==> src/rtl/core/acache_pkg.sv <==
`timescale 1ns / 1ps
// ----------------------------------------------------------------------------
// acache_pkg
// Shared types, codes and widths of the associative key/value cache.
// ----------------------------------------------------------------------------
package acache_pkg;

	localparam int ENTRIES_DEF = 16;
	localparam int KEY_W       = 32;
	localparam int VAL_W       = 32;
	localparam int RANK_W      = 6;   // holds an entry index or age rank, up to 64 entries
	localparam int CNT_W       = 16;
	localparam int OCC_OUT_W   = 5;
	localparam int CFG_W       = 5;
	localparam int CFG_IDX_W   = 2;
	localparam int POL_W       = 2;
	localparam int OP_W        = 2;

	localparam logic [CNT_W-1:0] USE_MAX = '1;

	localparam logic [OP_W-1:0] OP_GET    = 2'd0;
	localparam logic [OP_W-1:0] OP_PUT    = 2'd1;
	localparam logic [OP_W-1:0] OP_REMOVE = 2'd2;
	localparam logic [OP_W-1:0] OP_CLEAR  = 2'd3;

	localparam logic [POL_W-1:0] POL_LRU  = 2'd0;
	localparam logic [POL_W-1:0] POL_LFU  = 2'd1;
	localparam logic [POL_W-1:0] POL_FIFO = 2'd2;

	localparam logic [CFG_IDX_W-1:0] REG_POLICY   = 2'd0;
	localparam logic [CFG_IDX_W-1:0] REG_CAPACITY = 2'd1;

	localparam logic [2:0] CMD_NONE   = 3'd0;
	localparam logic [2:0] CMD_HIT    = 3'd1;
	localparam logic [2:0] CMD_INSERT = 3'd2;
	localparam logic [2:0] CMD_DROP   = 3'd3;
	localparam logic [2:0] CMD_CLEAR  = 3'd4;

	typedef struct packed {
		logic [OP_W-1:0]  operation;
		logic [KEY_W-1:0] lookup_key;
		logic [VAL_W-1:0] write_value;
	} acache_in_t;

	typedef struct packed {
		logic                 found;
		logic [VAL_W-1:0]     read_value;
		logic                 evicted;
		logic [KEY_W-1:0]     evicted_key;
		logic [VAL_W-1:0]     evicted_value;
		logic [OCC_OUT_W-1:0] occupancy;
	} acache_out_t;

	// search token passed along the row of cells
	typedef struct packed {
		logic              hit;
		logic [RANK_W-1:0] hit_idx;
		logic [RANK_W-1:0] hit_rank;
		logic              best;
		logic [RANK_W-1:0] best_idx;
		logic [RANK_W-1:0] best_rank;
		logic [CNT_W-1:0]  best_cnt;
	} acache_tok_t;

	// update broadcast to every cell
	typedef struct packed {
		logic [2:0]        kind;
		logic [RANK_W-1:0] idx;
		logic [RANK_W-1:0] vidx;
		logic [RANK_W-1:0] rank;
		logic              evict;
		logic              newest;
		logic              bump;
		logic              wr;
		logic [KEY_W-1:0]  key;
		logic [VAL_W-1:0]  value;
	} acache_cmd_t;

endpackage

==> src/rtl/core/acache_cell.sv <==
`timescale 1ns / 1ps
// ----------------------------------------------------------------------------
// acache_cell
// One cache entry: holds key, value, age rank and use count, folds itself
// into the search token and applies broadcast updates.
// ----------------------------------------------------------------------------
module acache_cell #(
	parameter int INDEX = 0
) (
	input  logic                            clk,
	input  logic                            arst_n,
	input  acache_pkg::acache_tok_t         tok_in,
	output acache_pkg::acache_tok_t         tok_out,
	input  logic [acache_pkg::KEY_W-1:0]    key,
	input  logic [acache_pkg::POL_W-1:0]    policy,
	input  acache_pkg::acache_cmd_t         cmd,
	output logic                            valid,
	output logic [acache_pkg::KEY_W-1:0]    key_out,
	output logic [acache_pkg::VAL_W-1:0]    value_out
);

	localparam logic [acache_pkg::RANK_W-1:0] MY_IDX = acache_pkg::RANK_W'(INDEX);

	logic                              valid_q;
	logic [acache_pkg::KEY_W-1:0]      key_q;
	logic [acache_pkg::VAL_W-1:0]      value_q;
	logic [acache_pkg::RANK_W-1:0]     rank_q;
	logic [acache_pkg::CNT_W-1:0]      cnt_q;
	acache_pkg::acache_tok_t           tok_q;
	acache_pkg::acache_tok_t           tok_d;
	logic                              take;

	always_comb begin
		tok_d = tok_in;
		if (!tok_in.hit && valid_q && key_q == key) begin
			tok_d.hit      = 1'b1;
			tok_d.hit_idx  = MY_IDX;
			tok_d.hit_rank = rank_q;
		end
		take = 1'b0;
		if (valid_q) begin
			if (!tok_in.best) begin
				take = 1'b1;
			end else if (policy == acache_pkg::POL_LFU) begin
				take = (cnt_q < tok_in.best_cnt) ||
					(cnt_q == tok_in.best_cnt && rank_q > tok_in.best_rank);
			end else begin
				take = rank_q > tok_in.best_rank;
			end
		end
		if (take) begin
			tok_d.best      = 1'b1;
			tok_d.best_idx  = MY_IDX;
			tok_d.best_rank = rank_q;
			tok_d.best_cnt  = cnt_q;
		end
	end

	always_ff @(posedge clk) begin
		tok_q <= tok_d;
	end

	always_ff @(posedge clk or negedge arst_n) begin
		if (!arst_n) begin
			valid_q <= 1'b0;
		end else begin
			unique case (cmd.kind)
				acache_pkg::CMD_INSERT: begin
					if (cmd.idx == MY_IDX) begin
						valid_q <= 1'b1;
					end else if (cmd.evict && cmd.vidx == MY_IDX) begin
						valid_q <= 1'b0;
					end
				end
				acache_pkg::CMD_DROP: begin
					if (cmd.idx == MY_IDX) begin
						valid_q <= 1'b0;
					end
				end
				acache_pkg::CMD_CLEAR: begin
					valid_q <= 1'b0;
				end
				default: begin
				end
			endcase
		end
	end

	always_ff @(posedge clk) begin
		unique case (cmd.kind)
			acache_pkg::CMD_HIT: begin
				if (cmd.idx == MY_IDX) begin
					if (cmd.wr) begin
						value_q <= cmd.value;
					end
					if (cmd.bump && cnt_q != acache_pkg::USE_MAX) begin
						cnt_q <= cnt_q + 1'b1;
					end
					if (cmd.newest) begin
						rank_q <= '0;
					end
				end else if (cmd.newest && valid_q && rank_q < cmd.rank) begin
					rank_q <= rank_q + 1'b1;
				end
			end
			acache_pkg::CMD_INSERT: begin
				if (cmd.idx == MY_IDX) begin
					key_q   <= cmd.key;
					value_q <= cmd.value;
					rank_q  <= '0;
					cnt_q   <= acache_pkg::CNT_W'(1);
				end else if (valid_q && !(cmd.evict && cmd.vidx == MY_IDX)) begin
					// victim leaves, newcomer arrives: older entries close the gap
					if (!(cmd.evict && rank_q > cmd.rank)) begin
						rank_q <= rank_q + 1'b1;
					end
				end
			end
			acache_pkg::CMD_DROP: begin
				if (cmd.idx != MY_IDX && valid_q && rank_q > cmd.rank) begin
					rank_q <= rank_q - 1'b1;
				end
			end
			default: begin
			end
		endcase
	end

	assign tok_out   = tok_q;
	assign valid     = valid_q;
	assign key_out   = key_q;
	assign value_out = value_q;

endmodule

==> src/rtl/core/assoc_cache_lru_lfu_fifo.sv <==
`timescale 1ns / 1ps
// ----------------------------------------------------------------------------
// assoc_cache_lru_lfu_fifo
// Fully associative key/value cache with LRU, LFU or FIFO replacement.
// ----------------------------------------------------------------------------
// Usage: items (get, put, remove, clear) enter on in_data when in_valid is
// high and in_stall low; one result item per input leaves on out_data when
// out_valid is high and out_stall low.
// A search token walks the row of ENTRIES cells, one cell a cycle, finding the
// hit and the replacement victim; an update step (ST_APPLY) then broadcasts the
// update and loads the output register. in_stall stays high from acceptance
// until that update step is done, so a new item waits until the last is through.
// The next item may be accepted while a result waits in the output register;
// a held result stalls only the update step of the following item.
// cfg_valid/cfg_ready writes policy (index 0) and capacity (index 1); ready
// is always high and writes belong to idle periods.
// Reset empties the cache, selects LRU and a capacity of 16 (full at the default
// ENTRIES); stale entries need no clearing pass since only valid entries are read.
// ----------------------------------------------------------------------------
module assoc_cache_lru_lfu_fifo #(
	parameter int ENTRIES = acache_pkg::ENTRIES_DEF
) (
	input  logic                                clk,
	input  logic                                arst_n,
	input  logic                                in_valid,
	output logic                                in_stall,
	input  acache_pkg::acache_in_t              in_data,
	output logic                                out_valid,
	input  logic                                out_stall,
	output acache_pkg::acache_out_t             out_data,
	input  logic                                cfg_valid,
	output logic                                cfg_ready,
	input  logic [acache_pkg::CFG_IDX_W-1:0]    cfg_index,
	input  logic [acache_pkg::CFG_W-1:0]        cfg_data
);

	localparam int IDX_W = $clog2(ENTRIES);
	localparam int OCC_W = $clog2(ENTRIES + 1);

	localparam logic [1:0] ST_IDLE  = 2'd0;
	localparam logic [1:0] ST_SCAN  = 2'd1;
	localparam logic [1:0] ST_APPLY = 2'd2;

	logic [1:0]                        state_q;
	logic [OCC_W-1:0]                  scan_q;
	logic [OCC_W-1:0]                  occ_q;
	logic [acache_pkg::POL_W-1:0]      policy_q;
	logic [acache_pkg::CFG_W-1:0]      cap_q;
	acache_pkg::acache_in_t            req_q;
	logic                              out_valid_q;
	acache_pkg::acache_out_t           out_q;

	acache_pkg::acache_tok_t           tok [ENTRIES+1];
	acache_pkg::acache_cmd_t           cmd;
	logic [ENTRIES-1:0]                cell_valid;
	logic [acache_pkg::KEY_W-1:0]      cell_key [ENTRIES];
	logic [acache_pkg::VAL_W-1:0]      cell_value [ENTRIES];

	acache_pkg::acache_tok_t           fin;
	logic [OCC_W-1:0]                  cap;
	logic                              apply_go;
	logic                              do_evict;
	logic [ENTRIES-1:0]                free_vec;
	logic [IDX_W-1:0]                  slot;
	logic                              slot_found;
	logic [OCC_W-1:0]                  occ_new;
	acache_pkg::acache_out_t           res;
	logic                              in_take;

	assign cfg_ready = 1'b1;
	assign in_stall  = (state_q != ST_IDLE);
	assign in_take   = in_valid && !in_stall;
	assign out_valid = out_valid_q;
	assign out_data  = out_q;

	assign tok[0] = '0;

	for (genvar g = 0; g < ENTRIES; g++) begin : g_cell
		acache_cell #(
			.INDEX(g)
		) u_cell (
			.clk      (clk),
			.arst_n   (arst_n),
			.tok_in   (tok[g]),
			.tok_out  (tok[g+1]),
			.key      (req_q.lookup_key),
			.policy   (policy_q),
			.cmd      (cmd),
			.valid    (cell_valid[g]),
			.key_out  (cell_key[g]),
			.value_out(cell_value[g])
		);
	end

	assign fin      = tok[ENTRIES];
	assign apply_go = (state_q == ST_APPLY) && !(out_valid_q && out_stall);

	always_comb begin
		if (cap_q == '0) begin
			cap = OCC_W'(1);
		end else if (int'(cap_q) > ENTRIES) begin
			cap = OCC_W'(ENTRIES);
		end else begin
			cap = OCC_W'(cap_q);
		end
	end

	always_comb begin
		do_evict = (req_q.operation == acache_pkg::OP_PUT) && !fin.hit &&
			(occ_q >= cap) && fin.best;
		free_vec = ~cell_valid;
		if (do_evict) begin
			free_vec[IDX_W'(fin.best_idx)] = 1'b1;
		end
		slot       = '0;
		slot_found = 1'b0;
		for (int i = 0; i < ENTRIES; i++) begin
			if (!slot_found && free_vec[i]) begin
				slot_found = 1'b1;
				slot       = IDX_W'(i);
			end
		end
	end

	always_comb begin
		cmd        = '0;
		cmd.kind   = acache_pkg::CMD_NONE;
		cmd.key    = req_q.lookup_key;
		cmd.value  = req_q.write_value;
		res        = '0;
		occ_new    = occ_q;
		unique case (req_q.operation)
			acache_pkg::OP_GET: begin
				if (fin.hit) begin
					res.found      = 1'b1;
					res.read_value = cell_value[IDX_W'(fin.hit_idx)];
					cmd.kind   = acache_pkg::CMD_HIT;
					cmd.idx    = fin.hit_idx;
					cmd.rank   = fin.hit_rank;
					cmd.newest = (policy_q == acache_pkg::POL_LRU) ||
						(policy_q == acache_pkg::POL_LFU);
					cmd.bump   = (policy_q == acache_pkg::POL_LFU);
				end
			end
			acache_pkg::OP_PUT: begin
				if (fin.hit) begin
					res.found  = 1'b1;
					cmd.kind   = acache_pkg::CMD_HIT;
					cmd.idx    = fin.hit_idx;
					cmd.rank   = fin.hit_rank;
					cmd.wr     = 1'b1;
					cmd.newest = (policy_q == acache_pkg::POL_LRU);
				end else if (slot_found) begin
					cmd.kind  = acache_pkg::CMD_INSERT;
					cmd.idx   = acache_pkg::RANK_W'(slot);
					cmd.vidx  = fin.best_idx;
					cmd.rank  = fin.best_rank;
					cmd.evict = do_evict;
					if (do_evict) begin
						res.evicted       = 1'b1;
						res.evicted_key   = cell_key[IDX_W'(fin.best_idx)];
						res.evicted_value = cell_value[IDX_W'(fin.best_idx)];
					end else begin
						occ_new = occ_q + 1'b1;
					end
				end
			end
			acache_pkg::OP_REMOVE: begin
				if (fin.hit) begin
					res.found = 1'b1;
					cmd.kind  = acache_pkg::CMD_DROP;
					cmd.idx   = fin.hit_idx;
					cmd.rank  = fin.hit_rank;
					occ_new   = occ_q - 1'b1;
				end
			end
			acache_pkg::OP_CLEAR: begin
				cmd.kind = acache_pkg::CMD_CLEAR;
				occ_new  = '0;
			end
		endcase
		res.occupancy = acache_pkg::OCC_OUT_W'(occ_new);
		if (!apply_go) begin
			cmd.kind = acache_pkg::CMD_NONE;
		end
	end

	always_ff @(posedge clk) begin
		if (in_take) begin
			req_q <= in_data;
		end
		if (apply_go) begin
			out_q <= res;
		end
	end

	always_ff @(posedge clk or negedge arst_n) begin
		if (!arst_n) begin
			state_q     <= ST_IDLE;
			scan_q      <= '0;
			occ_q       <= '0;
			policy_q    <= acache_pkg::POL_LRU;
			cap_q       <= acache_pkg::CFG_W'(16);
			out_valid_q <= 1'b0;
		end else begin
			if (cfg_valid && cfg_ready) begin
				if (cfg_index == acache_pkg::REG_POLICY) begin
					policy_q <= cfg_data[acache_pkg::POL_W-1:0];
				end else if (cfg_index == acache_pkg::REG_CAPACITY) begin
					cap_q <= cfg_data;
				end
			end
			if (apply_go) begin
				out_valid_q <= 1'b1;
			end else if (!out_stall) begin
				out_valid_q <= 1'b0;
			end
			unique case (state_q)
				ST_IDLE: begin
					if (in_take) begin
						state_q <= ST_SCAN;
						scan_q  <= '0;
					end
				end
				ST_SCAN: begin
					// token advances one cell a cycle until it reaches the end of the row
					if (scan_q == OCC_W'(ENTRIES - 1)) begin
						state_q <= ST_APPLY;
					end
					scan_q <= scan_q + 1'b1;
				end
				ST_APPLY: begin
					if (apply_go) begin
						occ_q   <= occ_new;
						state_q <= ST_IDLE;
					end
				end
				default: begin
					state_q <= ST_IDLE;
				end
			endcase
		end
	end

endmodule

==> config.mk <==
export PLATFORM = sky130hd
export DESIGN_NAME = assoc_cache_lru_lfu_fifo
export DESIGN_NICKNAME = d
export VERILOG_FILES = /design/src/rtl/core/acache_pkg.sv /design/src/rtl/core/acache_cell.sv /design/src/rtl/core/assoc_cache_lru_lfu_fifo.sv
export SDC_FILE = /design/constraint.sdc
export NUM_CORES = 2
export LEC_CHECK = 0
export ABC_AREA = 1
export BUFFER_PORTS_ARGS = -buffer_cell sky130_fd_sc_hd__buf_2
export CAP_MARGIN = 20
export CORE_MARGIN = 2
export CORE_UTILIZATION = 30
export DETAILED_ROUTE_END_ITERATION = 10
export GPL_TIMING_DRIVEN = 0
export PLACE_DENSITY = 0.47
export SLEW_MARGIN = 25
export SYNTH_ARGS = -nofsm -noshare
export SYNTH_HDL_FRONTEND = slang
export SYNTH_HIERARCHICAL = 1
export SYNTH_SLANG_ARGS = --single-unit
==> constraint.sdc <==
create_clock -name clk -period 35.7 [get_ports clk]
set_input_delay 5.355 -clock clk [delete_from_list [all_inputs] [get_ports clk]]
set_output_delay 5.355 -clock clk [all_outputs]
set_load 0.005 [all_outputs]
==> impl_metrics.env <==
export IMPL_grt_pass1_wl_mm=644
export IMPL_drc=0
export IMPL_vdd_drop_max_v=0.0000371
export IMPL_portBuffers=182
export IMPL_switchingPower_mw=1.83
export IMPL_ff2ff_path_depth=25
export IMPL_hold_buffers=0
export IMPL_drive_gt1_share_pct=8.83
export IMPL_hold_viol=0
export IMPL_clock_skew_ns=0.0992
export IMPL_antenna_left=0
export IMPL_ys_warn_count=6
export IMPL_die_w_um=627
export IMPL_clock_fmax_ghz=0.0965
export IMPL_core_um2=386000
export IMPL_grt_pass1_vias=91259
export IMPL_worstSetupPathType="in2reg"
export IMPL_p_seq_share_pct=45.2
export IMPL_hold_class="reg2reg"
export IMPL_avgViaCountPerCell=4.99
export IMPL_place_area_um2=128000
export IMPL_p_clk_share_pct=42.2
export IMPL_clock_latency_ns=0.96
export IMPL_layout_min_cycle_time_ns=10.36
export IMPL_netlist_area_um2=116000
export IMPL_fin_area_um2=137000
export IMPL_endpoint_kind="flop"
export IMPL_clockBufferDepth=4
export IMPL_layout_nets=14587
export IMPL_report_final_slew_viol_count=0
export IMPL_syn_inst=13282
export IMPL_routedWlPerCell_um=23.3
export IMPL_pwr_share_comb_pct=12.6
export IMPL_final_common_cell="nand2_1"
export IMPL_grt_max_degree=31
export IMPL_finish_utilization_pct=35.5
export IMPL_die_area_um2=393000
export IMPL_area_growth_pct=17.7
export IMPL_clkSinkCount=2237
export IMPL_grtUsageTotal_pct=22.5
export IMPL_grt_ovfl_total=0
export IMPL_sw_frac_of_total_pct=28.0
export IMPL_p_per_area_nw_per_um2=47.8
export IMPL_cts_resized=0
export IMPL_initialDrtViolationCount=9792
export IMPL_place_hpwl_mm=334
export IMPL_antenna_found_initial=16
export IMPL_arrival_ns=10.84
export IMPL_p_leak_nw=58.3
export IMPL_cts_buffers=272
export IMPL_cts_root_buffer_cell="clkbuf_16"
export IMPL_rsz0062_at_grt="false"
export IMPL_cap_violations=0
export IMPL_placementRows=228
export IMPL_cts_tree="yes"
export IMPL_mostFrequentLayoutCells="nand2_1 (3169), inv_1 (2090), edfxtp_1 (1545), nand3_1 (939), nor2_1 (879)"
export IMPL_whs_path_depth=2
export IMPL_required_ns=36.18
export IMPL_h_tree_depth=5
export IMPL_first_pass_iters=6
export IMPL_startpoint_type="input pin"
export IMPL_slew_headroom_pct=13.5
export IMPL_final_setup_viol_count=0
export IMPL_internal_power_mw=4.71
export IMPL_postCtsSetupBuffers=0
export IMPL_gp_congestion=0.901
export IMPL_hold_worst_slack_ns=0.400
export IMPL_avgSynthCellArea_um2=8.76
export IMPL_initial_utilization_pct=30.1
export IMPL_tightest_slew_ns=1.30
export IMPL_route_final_wire_length_mm=453
export IMPL_die_h_um=627
export IMPL_crit_fanout=17
export IMPL_outcome="finished clean"
export IMPL_io_pins=184
export IMPL_fin_crit_sh_pct=29.0
export IMPL_dr_total_vias=96825
export IMPL_clk_pin_slew_ns=0.06
[through the flow]
stage                     setup slack, ns  total power [mW]  std cells  TNS [ns]
after global routing                24.93              6.76      19401         0
after global placement              -2.73              3.77      18703   -784.91
final                               25.34              6.54      19408         0
after floorplan                     14.21              3.42      13346         0
after detailed placement            24.42              3.82      18899         0
after CTS                           25.28              6.58      19393         0
[power groups by stage]
stage,registers (mW),clock network (mW),logic [mW]
after floorplan,3.00,0,0.418
after detailed placement,3.01,0,0.806
final,2.96,2.76,0.821
after global routing,2.97,2.91,0.888
after global placement,3.08,0,0.686
after CTS,2.96,2.81,0.808
[worst max-delay path, cell delays in order]
cell	delay (ns)
buf_2	0.10
nand2_1	0.11
inv_1	0.06
nor3_2	0.43
buf_4	0.26
buf_4	0.15
inv_1	0.23
a211oi_4	0.59
buf_6	0.27
buf_6	0.20
buf_6	0.20
nand2_1	0.13
nor2_2	0.59
inv_1	0.49
nor2_4	0.65
inv_1	0.28
nand2_1	0.69
[layout make-up]
type,instances,area (um2)
Timing Repair Buffer,379,4520
Inverter,2130,8000
Buffer,417,2020
Clock inverter,110,1050
Sequential cell,2237,60400
Antenna cell,14,35.0
Clock buffer,384,7650
Tap cell,5175,6470
Fill cell,39602,249000
Multi-Input combinational cell,8562,46700
[per-layer routing]
| metal | global-route usage (%) | vias to the layer above | share of wire [%] |
|---|---|---|---|
| met2 | 34.8 | 4046 | 43 |
| met4 | 10.6 | 2 | 5.3 |
| met1 | 30.4 | 45997 | 43 |
| met3 | 3.88 | 997 | 8.0 |
| met5 | 0 | - | 0.0022 |
| li1 | - | 45783 | - |
[path summary, 6_finish.rpt]
path | start | to | slack (ns)
min in group asynchronous | arst_n | g_cell[13].u_cell/valid | 4.34
hold reg to reg | g_cell[9].u_cell/tok_out[38] | g_cell[10].u_cell/tok_out[38] | 0.40
setup reg to reg | cap_q[1] | g_cell[10].u_cell/cnt_q[3] | 26.97
hold / removal | g_cell[9].u_cell/tok_out[38] | g_cell[10].u_cell/tok_out[38] | 0.40
max in group asynchronous | arst_n | cap_q[4] | 30.73
setup / recovery | out_stall | g_cell[10].u_cell/cnt_q[3] | 25.34
[registers in the layout (all words and copies together), names as in the netlist]
signal / flops
scan_q: 5
out_valid: 1
occ_q: 5
cmd: 64
out_data: 103
state_q: 2
policy_q: 2
g_cell.u_cell/cnt_q: 256
g_cell.u_cell/key_out: 512
req_q: 2
g_cell.u_cell/tok_out: 656
cap_q: 5
g_cell.u_cell/rank_q: 96
g_cell.u_cell/value_out: 512
g_cell.u_cell/valid: 16
(Power assumes the default switching activity.)
